==> src/rtl/wireworld_grid_engine_assert.svh <==
// Assertion macros used by the grid engine top file.
`ifndef WIREWORLD_GRID_ENGINE_ASSERT_SVH
`define WIREWORLD_GRID_ENGINE_ASSERT_SVH

// Consequent must hold in the same cycle as the antecedent.
`define WGE_ASSERT_SAME(label, ante, cons, msg) \
   label: assert property (@(posedge clock) disable iff (reset) (ante) |-> (cons)) \
      else $error(msg);

// Consequent must hold in the cycle after the antecedent.
`define WGE_ASSERT_NEXT(label, ante, cons, msg) \
   label: assert property (@(posedge clock) disable iff (reset) (ante) |=> (cons)) \
      else $error(msg);

`endif

==> src/rtl/wwge_pkg.sv <==
// Shared constants, types and functions of the Wireworld grid engine.
package wwge_pkg;

   localparam int GRID_SIZE = 64;
   localparam int NUM_CELLS = GRID_SIZE * GRID_SIZE;
   localparam int CELL_W    = $clog2(NUM_CELLS);
   localparam int POS_W     = $clog2(NUM_CELLS + GRID_SIZE + 1);
   localparam int RC_W      = $clog2(GRID_SIZE);

   localparam logic [1:0] CELL_EMPTY = 2'd0;
   localparam logic [1:0] CELL_HEAD  = 2'd1;
   localparam logic [1:0] CELL_TAIL  = 2'd2;
   localparam logic [1:0] CELL_WIRE  = 2'd3;

   localparam logic [1:0] ACT_WRITE = 2'd0;
   localparam logic [1:0] ACT_READ  = 2'd1;
   localparam logic [1:0] ACT_STEP  = 2'd2;

   typedef struct packed {
      logic clr_en;
      logic wr_en;
      logic rd_en;
      logic step_go;
      logic rsp_load;
      logic rsp_sel_read;
      logic rsp_oor;
   } cmd_type;

   typedef struct packed {
      logic clr_done;
      logic step_done;
      logic req_oor;
   } sts_type;

   function automatic logic [1:0] next_cell(input logic [1:0] s, input logic [3:0] heads);
      logic [1:0] n;
      n = s;
      case (s)
         CELL_HEAD: n = CELL_TAIL;
         CELL_TAIL: n = CELL_WIRE;
         CELL_WIRE: n = (heads == 4'd1 || heads == 4'd2) ? CELL_HEAD : CELL_WIRE;
         default:   n = CELL_EMPTY;
      endcase
      return n;
   endfunction

endpackage

==> src/rtl/wwge_ctrl.sv <==
// Controller state machine of the Wireworld grid engine.
module wwge_ctrl
   import wwge_pkg::*;
(
   input  logic       clock,
   input  logic       reset,
   input  logic       req_tvalid,
   input  logic [1:0] req_action,
   output logic       req_tready,
   output logic       rsp_tvalid,
   input  logic       rsp_tready,
   input  sts_type    sts,
   output cmd_type    cmd
);

   localparam logic [1:0] S_CLEAR = 2'd0;
   localparam logic [1:0] S_IDLE  = 2'd1;
   localparam logic [1:0] S_READ  = 2'd2;
   localparam logic [1:0] S_STEP  = 2'd3;

   logic [1:0] state_ff, state_in;
   logic       rsp_valid_ff, rsp_valid_in;
   logic       accept;

   assign req_tready = (state_ff == S_IDLE) && (!rsp_valid_ff || rsp_tready);
   assign accept     = req_tvalid && req_tready;
   assign rsp_tvalid = rsp_valid_ff;

   always_comb begin
      state_in = state_ff;
      cmd      = '0;
      case (state_ff)
         S_CLEAR: begin
            cmd.clr_en = 1'b1;
            if (sts.clr_done) begin
               state_in = S_IDLE;
            end
         end
         S_IDLE: begin
            if (accept) begin
               case (req_action)
                  ACT_WRITE: begin
                     cmd.wr_en    = !sts.req_oor;
                     cmd.rsp_load = 1'b1;
                     cmd.rsp_oor  = sts.req_oor;
                  end
                  ACT_READ: begin
                     if (sts.req_oor) begin
                        cmd.rsp_load = 1'b1;
                        cmd.rsp_oor  = 1'b1;
                     end else begin
                        cmd.rd_en = 1'b1;
                        state_in  = S_READ;
                     end
                  end
                  ACT_STEP: begin
                     cmd.step_go = 1'b1;
                     state_in    = S_STEP;
                  end
                  default: begin
                     cmd.rsp_load = 1'b1;
                  end
               endcase
            end
         end
         S_READ: begin
            cmd.rsp_load     = 1'b1;
            cmd.rsp_sel_read = 1'b1;
            state_in         = S_IDLE;
         end
         S_STEP: begin
            if (sts.step_done) begin
               cmd.rsp_load = 1'b1;
               state_in     = S_IDLE;
            end
         end
         default: state_in = S_CLEAR;
      endcase
   end

   always_comb begin
      rsp_valid_in = rsp_valid_ff;
      if (rsp_tready) begin
         rsp_valid_in = 1'b0;
      end
      if (cmd.rsp_load) begin
         rsp_valid_in = 1'b1;
      end
   end

   always_ff @(posedge clock) begin
      if (reset) begin
         state_ff     <= S_CLEAR;
         rsp_valid_ff <= 1'b0;
      end else begin
         state_ff     <= state_in;
         rsp_valid_ff <= rsp_valid_in;
      end
   end

endmodule

==> config.mk <==
export PLATFORM = sky130hd
export DESIGN_NAME = wwge_ctrl
export DESIGN_NICKNAME = d
export VERILOG_FILES = /design/src/rtl/wireworld_grid_engine_assert.svh /design/src/rtl/wwge_pkg.sv /design/src/rtl/wwge_ctrl.sv
export SDC_FILE = /design/constraint.sdc
export NUM_CORES = 1
export LEC_CHECK = 0
export BUFFER_PORTS_ARGS = -buffer_cell sky130_fd_sc_hd__buf_2
export CORE_AREA = 2 2 39 41
export CTS_CLUSTER_SIZE = 16
export DETAILED_ROUTE_END_ITERATION = 10
export DIE_AREA = 0 0 41 43
export MAX_ROUTING_LAYER = met4
export PLACE_DENSITY_LB_ADDON = 0.1
export SETUP_SLACK_MARGIN = 0.4
export SYNTH_ARGS = -nofsm -noshare
export SYNTH_HDL_FRONTEND = slang
export SYNTH_SLANG_ARGS = --single-unit
==> constraint.sdc <==
create_clock -name clock -period 2.71 [get_ports clock]
set_input_delay 0.1355 -clock clock [delete_from_list [all_inputs] [get_ports clock]]
set_output_delay 0.1355 -clock clock [all_outputs]
set_load 0.005 [all_outputs]
# Word level (Yosys, flattened, before mapping)
# Index checks and enable logic that the tools add are counted.
[op_classes]
eq_ne = 10
n_mux = 23
n_reduce_logical = 9
[ops]
columns = ["operator", "count"]
rows = [
  ["1-bit 2-to-1 mux", 12],
  ["2-bit 2-to-1 mux", 4],
  ["2-bit one-hot mux with 4 select lines", 1],
  ["2-bit == test (second input constant)", 3],
  ["2-bit != test (second input constant)", 3],
  ["5-bit AND reduction", 1],
  ["2-bit by 1-bit == test with 1-bit output (second input constant)", 2],
  ["2-bit zero test", 2],
  ["4-bit 2-to-1 mux", 1],
  ["1-bit one-hot mux with 2 select lines", 2],
  ["2-bit one-hot mux with 2 select lines", 1],
  ["3-bit 2-to-1 mux", 1],
  ["3-bit by 1-bit != test with 1-bit output (second input constant)", 1],
  ["3-bit != test (second input constant)", 1],
  ["1-bit one-hot mux with 3 select lines", 1],
  ["1-bit logical AND", 2],
  ["1-bit zero test", 2],
  ["2-bit nonzero test", 1],
  ["1-bit logical OR", 1],
]
[word_totals]
register_bits = 3
out_inout_bits = 9

# Logic depth before layout (Yosys ltp)
# Gate-level depths: netlist of run 1.
[depth]
ltp_word = 7
mapped_depth = 4
depth_no_buf = 3

# Worst setup path after synthesis of run 1
# OpenSTA, ideal clock, no wires.
[synth_path]
path_type = "register to output"
start = "register state_ff[0]"
end = "output port cmd[2] (netlist name)"
arrival_ps = 1080
required_ps = 2575
path_slack_ps = 1494
stages_incl_launch_ff = 5
path_buffers = 1
path_cell_list = "dfxtp_1 -> nor2b_1 -> nand3_1 -> o21ai_0 -> buf_4"
[synth_rtl]
columns = ["element", "line", "rtl"]
rows = [
  ["start: declaration", "wwge_ctrl.sv:21", "logic [1:0] state_ff, state_in;"],
  ["start signal: assignment", "wwge_ctrl.sv:96", "state_ff <= state_in;"],
  ["end: declaration", "wwge_ctrl.sv:13", "output cmd_type cmd"],
]

==> metrics.md, run 1 <==
| Metric | Value |
|---|---|
| Status | completed |
| Postcts setup bufs | 0 |
| Worst-Margin Slew | 0.3201 ns |
| Number of global-route vias before repair | between 200 and 300 |
| Placed inst area | ~320 sq um |
| Antenna diodes | 0 |
| Post-synth top flop | dfxtp_1 |
| VDD IR max | about 130 uV |
| Area grow syn2layout | 55.00% |
| Sequential fraction of the synthesis area | between 20% and 30% |
| Power Density | ~450 mW/mm^2 |
| Die area | about 0.0018 sq mm |
| Worst min-delay path class | in -> reg |
| Reg2Reg Setup Slack | around 1.6 ns |
| Post-cts resize count | 0 |
| Met2 wire len | about 340 microns |
| Slew Limit Fails | 0 |
| Gate count of the mapped netlist | 30 |
| TritonCTS clock tree | done |
| Initial Utilization | ~16% |
| Chip Width | roughly 41 microns |
| Hold-fix buffers at CTS | 0 |
| Yosys top cell by area | dfxtp_1 |
| Final setup fails | 0 |
| Period utilization | approximately three fifths |
| Pre-CTS setup slack | 1.312 ns |
| Setup TNS | 0 ns |
| Final Power | between 0.00015 and 0.0002 W |
| RSZ-0062 raised after global routing | no |
| Leading cell types in the layout, fill and taps excluded | buf_2, nor3_1 |
| Max FO, Critical Path | 6 |
| Gr ovfl total | 0 |
| Share of post-route cells with drive strength above 1 | roughly 44% |
| Crit path DAT | around 1.5 ns |
| Chip height | 43 microns |
| CP Class | reg -> out |
| Gp weighted congestion | about 0.66 |
| Antenna Nets Post-Route | 0 |
| Final net count | 60 |
| Vias per Instance | ~4.1 |
| Via count | ~270 |
| Reg clk slew, reported paths | ~0.04 ns |
| # IOs | 18 |
| Root Driver | clkbuf_4 |
| CTS Sinks | 3 |
| Port Buffers | 17 |
| Drt wl/cell | between 9 and 10 microns |
| Hold path cells | 2 |
| Synth top area share | 26.67% |
| Metal3 WL | roughly 32 microns |
| Crit start category | flip-flop |
| Drc violations | 0 |
| R2R depth | 3 |
| Hpwl dp | roughly 530 microns |
| Cts bufs inserted | 3 |
| EDFF count, synth | 0 |
| M1 WL | 268 microns |
| Yosys cell types | 17 |
| Synthesized area per cell | approximately 7.5 sq um |
| Commonest non-fill, non-tap cell in the layout | buf_2 |
| GRT Resource Usage Total | 8.633% |
| Post-synthesis register bit count | 3 |
| Async SR Flop Fraction | 0% |
| CTS max path bufs | 2 |
| Final WL | approximately 640 microns |
| Initial antenna violation count | 0 |
| Rel. slew slack | roughly 80% |
| Clock Skew | about 0.0030 ns |
| Highest Signal Layer | met3 |
| Worst skew pair latency | between 0.2 and 0.25 ns |
| Final core utilization | between 20% and 30% |
| Largest net degree at the start of global routing | 9 |
| Final instance area | ~350 sq um |
| Slack of the critical path | 1.085 ns |
| Critical Path Sink Type | output pin |
| Maximum clock rate | approximately 620 MHz |
| Filler cells | ~160 |
| DR iter-0 viols | 4 |
| Lkg Pwr | 0.1580 nW |
| FP Rows | 14 |
| Mapped Area | between 200 and 250 sq um |
| Number of max-cap violations | 0 |
| Min Tclk post-route | ~1.6 ns |
| First-pass GRT wire length | 972 microns |
| Hold Violations, Final | 0 |
| Synth warnings | 0 |
| Syn Nets | 39 |
| TritonRoute pass-1 iters | 2 |
| Core ar. | 0.001384 sq mm |
| H-tree levels | 1 |
| Largest cells by area after synthesis | dfxtp_1, nor3_1, nand2b_1 |
| Required @ worst endpoint | 2.57 ns |
## synthesized netlist by cell type (2+ instances only)
cell      count
dfxtp_1       3
nor2_1        2
nor3_1        5
o21ai_0       2
nand2b_1      3
nor2b_1       3
nand3_1       2
## logic make-up (layout without fill, tap and decap cells)
family | after synthesis | count (layout) | share of synthesized area, %
compound gates | 5 | 5 | 17.22
simple gates | 20 | 20 | 51.12
buf+inv | 2 | 22 | 5.000
flops | 3 | 3 | 26.67
## sequential cells by signal (all words and copies together) (netlist names)
register and flops:
rsp_tvalid 1, state_ff 2
## per-layer routing
metal	vias to the layer above	global-route usage [%]
met1	118	9.615
met2	4	11.88
li1	150	-
met5	-	-
met3	0	2.094
met4	0	8.000
## metrics by stage
step / hold slack (ns) / instances
floorplan: 0.2001 / 30
global placement: 0.3416 / 62
detailed placement: 0.3381 / 62
CTS: 0.08884 / 66
global route: 0.09929 / 66
finish: 0.09972 / 66
## worst paths after layout
check                                  from     endpoint
worst max-delay path            state_ff[0]       cmd[0]
worst min-delay path                  reset  state_ff[1]
worst max register to register  state_ff[1]  state_ff[1]
worst min register to register   rsp_tvalid   rsp_tvalid
## worst max-delay path: stages, from the launching register on
cell	delay, ns
dfxtp_1	0.40
nor2b_1	0.33
nand3_1	0.20
nor3_1	0.19
buf_2	0.14
## power by group
group	internal, W	total (W)	switching (W)
Sequential	0.0000467	0.0000492	0.00000250
Combinational	0.0000149	0.0000298	0.0000149
Clock	0.0000551	0.0000775	0.0000223
## area by class of cell
type / instances / area, sq um / area share [%]
inverters: 1 / 3.754 / 1.075
clock buffers: 4 / 26.28 / 7.527
well taps: 16 / 20.02 / 5.735
repair buffers: 17 / 85.08 / 24.37
flip-flops and latches: 3 / 60.06 / 17.20
multi-input cells: 25 / 153.9 / 44.09
Power figures use the tool's default switching activity.
==> run 2: changes to the inputs <==
==> constraint.sdc (replaced) <==
create_clock -name clock -period 1.56 [get_ports clock]
set_input_delay 0.078 -clock clock [delete_from_list [all_inputs] [get_ports clock]]
set_output_delay 0.078 -clock clock [all_outputs]
set_load 0.005 [all_outputs]
==> run 2 against run 1 <==
Compared with the run above:
- global-route usage down 0.21 points
- critical path depth unchanged
- power up 84%
- combinational power up 120%
- worst setup slack worse by 0.76 ns
- utilization up 4.0 points
- non-clock buffer count up 2
- largest cell class unchanged
- largest power group unchanged
==> metrics.md, run 2 (synthesis results as in run 1) <==
| Metric | Value |
|---|---|
| Status | completed |
| Clk pwr share | around 47% |
| Area grow syn2layout | 79.44% |
| Slew Limit Fails | 0 |
| Maximum clock rate | a little over 800 MHz |
| Chip Width | 41 microns |
| Worst path max stage delay | between 0.3 and 0.4 ns |
| Port Buffers | 17 |
| Hpwl dp | ~530 microns |
| VDD IR max | roughly 220 uV |
| Number of max-cap violations | 0 |
| Reg clk slew, reported paths | about 0.04 ns |
| CTS max path bufs | 2 |
| Critical Path Sink Type | output pin |
| Root Driver | clkbuf_4 |
| Reg2Reg Setup Slack | roughly 0.46 ns |
| Largest register FFs | 2 |
| Filler cells | between 150 and 200 |
| Setup TNS | 0 ns |
| DR iter-0 viols | 0 |
| Chip height | 43 microns |
| Gr ovfl total | 0 |
| Commonest non-fill, non-tap cell in the layout | buf_2 |
| Antenna diodes | 0 |
| Power Density | approximately 710 mW/mm^2 |
| Slack of the critical path | 0.3232 ns |
| Placed Cells | between 60 and 70 |
| Via count | 293 |
| TritonRoute pass-1 iters | 1 |
| RSZ-0062 raised after global routing | yes |
| Pre-CTS setup slack | 0.2247 ns |
| Crit path DAT | around 1.2 ns |
| # IOs | 18 |
| Sequential Power Share | 29.5% |
| Die area | around 0.0018 sq mm |
| Final setup fails | 0 |
| Rel. slew slack | about 87% |
| Sw frac | a little over a quarter |
| Period utilization | roughly 80% |
| CP max stage cell | dfxtp_4 |
| Worst-Margin Slew | a little under 0.2 ns |
| Hold Violations, Final | 0 |
| Final net count | 62 |
| CTS Sinks | 3 |
| CP Class | reg -> out |
| Lkg Pwr | 0.1776 nW |
| FF-to-FF Start | state_ff[0] |
| WHS | between 0.03 and 0.04 ns |
| Hold-fix buffers at CTS | 0 |
| Buf+Inv Stages, Crit Path | 1 |
| Combinational power share | 23.2% |
| Drc violations | 0 |
| Min Tclk post-route | between 1 and 1.5 ns |
| Gp weighted congestion | 0.6595 |
| Worst min-delay path class | in -> reg |
| Antenna Nets Post-Route | 0 |
| Largest net degree at the start of global routing | 9 |
| Max FO, Critical Path | 4 |
| Largest register by flop count | state_ff |
| Switching power | ~0.000076 W |
| Hold path startpoint | reset |
| Initial Utilization | 16.27% |
| Required @ worst endpoint | between 1 and 1.5 ns |
| Crit. Startpoint | state_ff[0] |
| Number of global-route vias before repair | 260 |
| Final WL | just under 700 microns |
| Drt wl/cell | roughly 10 microns |
| Crit start category | flip-flop |
| Internal Power | around 0.00021 W |
| Initial antenna violation count | 0 |
| Cts bufs inserted | 3 |
| Core ar. | approximately 0.0014 sq mm |
| Share of post-route cells with drive strength above 1 | 61.54% |
| Non-filler instance count after layout | 68 |
| CP top delay family | simple AND/OR/NAND/NOR gates |
| GRT Resource Usage Total | 8.428% |
| TritonCTS clock tree | done |
| Vias per Instance | between 4 and 5 |
| FP Rows | 14 |
| First-pass GRT wire length | roughly 940 microns |
| Worst skew pair latency | between 0.2 and 0.25 ns |
| CP cell instances | nor2b_4, nand3_2, nor3_2, buf_2 |
| Clock Skew | ~0.0039 ns |
| Leading cell types in the layout, fill and taps excluded | buf_2, nand2b_1, nor3_1, clkbuf_4 |
| H-tree levels | 1 |
run 2: changes by cell type in the layout (fill, tap and decap cells not counted), moves of 2 or more:
cell     change
dfxtp_1      -2
nor2b_1      -2
nor3_1       -2
nor3_2       +2
o21ai_0      -2
o21ai_1      +2
run 2: power by group through the flow:
stage	Clock (W)	Sequential, W	Combinational, W
6_report	0.000136	0.0000849	0.0000667
5_1_grt	0.000146	0.0000860	0.0000732
4_1_cts	0.000143	0.0000848	0.0000631
3_5_place_dp	0	0.0000866	0.0000524
3_3_place_gp	0	0.0000869	0.0000535
2_1_floorplan	0	0.0000859	0.0000277
run 2: worst paths after layout:
| check | end | depth (start not counted) |
|---|---|---|
| setup / recovery | cmd[0] | 4 |
| hold reg to reg | state_ff[1] | 2 |
| setup reg to reg | state_ff[1] | 4 |
| hold / removal | state_ff[1] | 2 |
run 2: stage by stage:
| step | util (%) | area, sq um | power (W) |
|---|---|---|---|
| after floorplan | - | 225.2 | 0.0001137 |
| after global placement | 23.33 | 322.8 | 0.0001404 |
| after detailed placement | 23.33 | 322.8 | 0.0001390 |
| after CTS | 27.94 | 386.6 | 0.0002907 |
| after global routing | 29.20 | 404.1 | 0.0003052 |
| final | 29.20 | 404.1 | 0.0002875 |
run 2: timing repair:
item                                    in CTS  in global routing
endpoints found under the hold margin        0                  0
gates resized for setup                      7                  6
pin swaps                                    5                  1
buffers inserted                             2                  0
endpoints found under the setup margin       6                  7
run 2: layout make-up:
| class | instances | area, sq um | area share [%] |
|---|---|---|---|
| tap | 16 | 20.02 | 4.954 |
| sequential | 3 | 65.06 | 16.10 |
| multi-input combinational | 25 | 185.2 | 45.82 |
| clock buffer | 4 | 26.28 | 6.502 |
| inverter | 1 | 3.754 | 0.9288 |
| timing repair buffer | 19 | 103.9 | 25.70 |
run 2: per-layer routing:
metal | track usage (%) | up-vias | part of all wire [%]
met5 | - | - | 0
met4 | 8.000 | 0 | 0
met3 | 2.094 | 0 | 4.6
met2 | 12.19 | 4 | 56
met1 | 8.654 | 136 | 39
li1 | - | 153 | -
==> run 3: changes to the inputs <==
--- a/config.mk
+++ b/config.mk
@@ -5,6 +5,7 @@
 export SDC_FILE = /design/constraint.sdc
 export NUM_CORES = 1
 export LEC_CHECK = 0
+export ABC_AREA = 1
 export BUFFER_PORTS_ARGS = -buffer_cell sky130_fd_sc_hd__buf_2
 export CORE_AREA = 2 2 39 41
 export CTS_CLUSTER_SIZE = 16
==> constraint.sdc (replaced) <==
create_clock -name clock -period 1.1 [get_ports clock]
set_input_delay 0.055 -clock clock [delete_from_list [all_inputs] [get_ports clock]]
set_output_delay 0.055 -clock clock [all_outputs]
set_load 0.005 [all_outputs]
==> run 3 against run 2 <==
Compared with the run above:
- the run now ends with negative setup slack left
- design area is 24% higher
- clock power is 44% higher
- wire length is 0.89% higher
- highest routed layer unchanged
- utilization is 7.1 points higher
- flip-flop and latch count stayed put
- critical endpoint is now cmd[5]
- largest power group unchanged
- sequential share of layout area is 2.9 points lower
==> metrics.md, run 3 <==
| Metric | Value |
|---|---|
| Hold Violations, Final | 0 |
| Xor-xnor portion of the synthesized cell area | 0% |
| Die area | around 0.0018 sq mm |
| Reg clk slew, reported paths | ~0.040 ns |
| TritonRoute pass-1 iters | 2 |
| Synth top area share | between 20% and 30% |
| Initial antenna violation count | 0 |
| H-tree levels | 1 |
| FP Rows | 14 |
| Failing checks | negative setup slack |
| Antenna diodes | 0 |
| Chip Width | around 41 microns |
| Core ar. | 0.001384 sq mm |
| TritonCTS clock tree | done |
| Gp weighted congestion | around 0.63 |
| Root Driver | clkbuf_4 |
| Gate count of the mapped netlist | between 40 and 50 |
| Share of post-route cells with drive strength above 1 | ~65% |
| Yosys cell types | 17 |
| # IOs | 18 |
| Vias per Instance | between 3 and 4 |
| Hpwl dp | between 500 and 600 microns |
| Status | finished with violations |
| Crit. Startpoint | state_ff[0] |
| Largest family of logic cells by synthesized area | simple AND/OR/NAND/NOR gates |
| Chip height | 43 microns |
| CP Class | reg -> out |
| Post-synth top flop | dfxtp_1 |
| Required @ worst endpoint | 1.04 ns |
| Simple-Gate Fraction of Synth Area | about three fifths |
| DR iter-0 viols | 3 |
| Number of max-cap violations | 0 |
| Max FO, Critical Path | 4 |
| Maximum clock rate | approximately 820 MHz |
| Post-synthesis register bit count | 3 |
| Synth warnings | 0 |
| Drt wl/cell | around 8.0 microns |
| Initial Utilization | approximately a fifth |
| Yosys top cell by area | dfxtp_1 |
| Via count | approximately 340 |
| First-pass GRT wire length | 1021 microns |
| CTS Sinks | 3 |
| Drc violations | 0 |
| Largest register FFs | 2 |
| CP cell instances | inv_2, nor2_4, nand2_4, inv_4, nand2_4, nor4_4, buf_2 |
| Worst-Margin Slew | roughly 0.36 ns |
| Cts bufs inserted | 3 |
| Worst path max stage delay | around 0.32 ns |
| Port Buffers | 17 |
| Hold path startpoint | reset |
| Final WL | approximately 680 microns |
| Syn Nets | 52 |
| Post-synth top cells | inv_1, nand2_1, nor2_1 |
| CTS max path bufs | 2 |
| Post-synthesis mux area share | 0% |
| Hold-fix buffers at CTS | 0 |
| FF-to-FF Start | state_ff[0] |
| Lkg Pwr | approximately 0.28 nW |
| Antenna Nets Post-Route | 0 |
| Slack of the critical path | -0.1237 ns |
| Synth Area in Adders | 0% |
| GRT Resource Usage Total | a little under a tenth |
| Commonest non-fill, non-tap cell in the layout | buf_2 |
| CP max stage cell | dfxtp_2 |
| Final setup fails | 6 |
| Clock Skew | ~0.00060 ns |
| VDD IR max | between 400 and 500 uV |
| EDFF count, synth | 0 |
| Power Density | ~900 mW/mm^2 |
| Area grow syn2layout | 71.79% |
| Gr ovfl total | 0 |
| Largest cells by area after synthesis | dfxtp_1, nor2_4, inv_1 |
| Sequential fraction of the synthesis area | between 20 and 25% |
| Largest net degree at the start of global routing | 6 |
| Mapped Area | slightly below 300 sq um |
| Async SR Flop Fraction | 0% |
| Leading cell types in the layout, fill and taps excluded | buf_2, inv_1, nand2_1 |
| Min Tclk post-route | between 1 and 1.5 ns |
| Synthesized area per cell | 6.809 sq um |
| Slew Limit Fails | 0 |
| Worst min-delay path class | in -> reg |
| Compound-cell area share of the yosys netlist | around 3.4% |
| Crit start category | flip-flop |
| Final net count | between 70 and 80 |
| RSZ-0062 raised after global routing | yes |
| Number of global-route vias before repair | approximately 260 |
| Rel. slew slack | 75.60% |
| Largest register by flop count | state_ff |
| Crit path DAT | ~1.2 ns |
| Final core utilization | between 30% and 40% |
| Critical Path Sink Type | output pin |
| Final Power | around 0.00045 W |
| Worst skew pair latency | 0.24 ns |
| Top cell by count, worst path | nand2_4 |
| Pre-CTS setup slack | about 0.097 ns |
| Period utilization | 111.2% |
[run 3: cell count changes in the layout (fill, tap and decap cells not counted), moves of 3 or more]
cell | previous run | this run
inv_1 | 1 | 7
nand2_1 | 1 | 6
buf_4 | 1 | 4
inv_2 | 0 | 3
nand2b_1 | 3 | 0
nor2_4 | 0 | 3
[run 3: layout make-up]
class,instances,area [sq um]
flip-flops and latches,3,66.31
well taps,16,20.02
inverters,11,43.79
repair buffers,23,143.9
fillers,152,880.8
clock buffers,4,26.28
multi-input cells,28,202.7
[run 3: repair_timing]
item                                    CTS  global route
setup buffers                             2             3
gates resized for setup                   4             8
pin swaps                                 1             4
endpoints found under the setup margin   12            12
cloned                                    0             0
[run 3: power breakdown]
part	switching [W]	internal, W
clock network	0.0000598	0.000136
logic	0.0000713	0.0000633
registers	0.00000373	0.000114
[run 3: worst paths after layout]
check        depth (start not counted)          end  slack, ns
max                                  7       cmd[5]      -0.12
min                                  2  state_ff[0]       0.03
max reg2reg                          9  state_ff[0]      -0.04
min reg2reg                          4   rsp_tvalid       0.60
[run 3: per-layer routing]
| metal | vias up | share of wire (%) | GRT usage [%] |
|---|---|---|---|
| li1 | 181 | - | - |
| met1 | 140 | 43 | 12.46 |
| met2 | 14 | 48 | 10.63 |
| met3 | 0 | 9.3 | 4.712 |
| met4 | 0 | 0 | 4.000 |
| met5 | - | 0 | - |
[run 3: through the flow]
step           instances  cell area, sq um  setup TNS [ns]  hold slack, ns
6_report              85             503.0         -0.4717         0.02625
5_1_grt               85             503.0         -0.9814         0.02049
4_1_cts               82             447.9         -0.4853         0.01306
3_5_place_dp          76             400.4               0          0.2637
3_3_place_gp          76             400.4               0          0.2647
2_1_floorplan         43             295.3               0          0.1167
[run 3: worst max-delay path, delay by kind of cell, from the launching register on]
kind,cells,cell delay [ns]
AND/OR/NAND/NOR,4,0.37
buffers and inverters,3,0.24
flip-flops,1,0.32
[run 3: kinds of logic (layout without fill, tap and decap cells)]
| kind of cell | Yosys count | count (layout) |
|---|---|---|
| buffers and inverters | 12 | 38 |
| and+or+nand+nor | 26 | 26 |
| DFF | 3 | 3 |
| AOI/OAI and AO/OA | 2 | 2 |
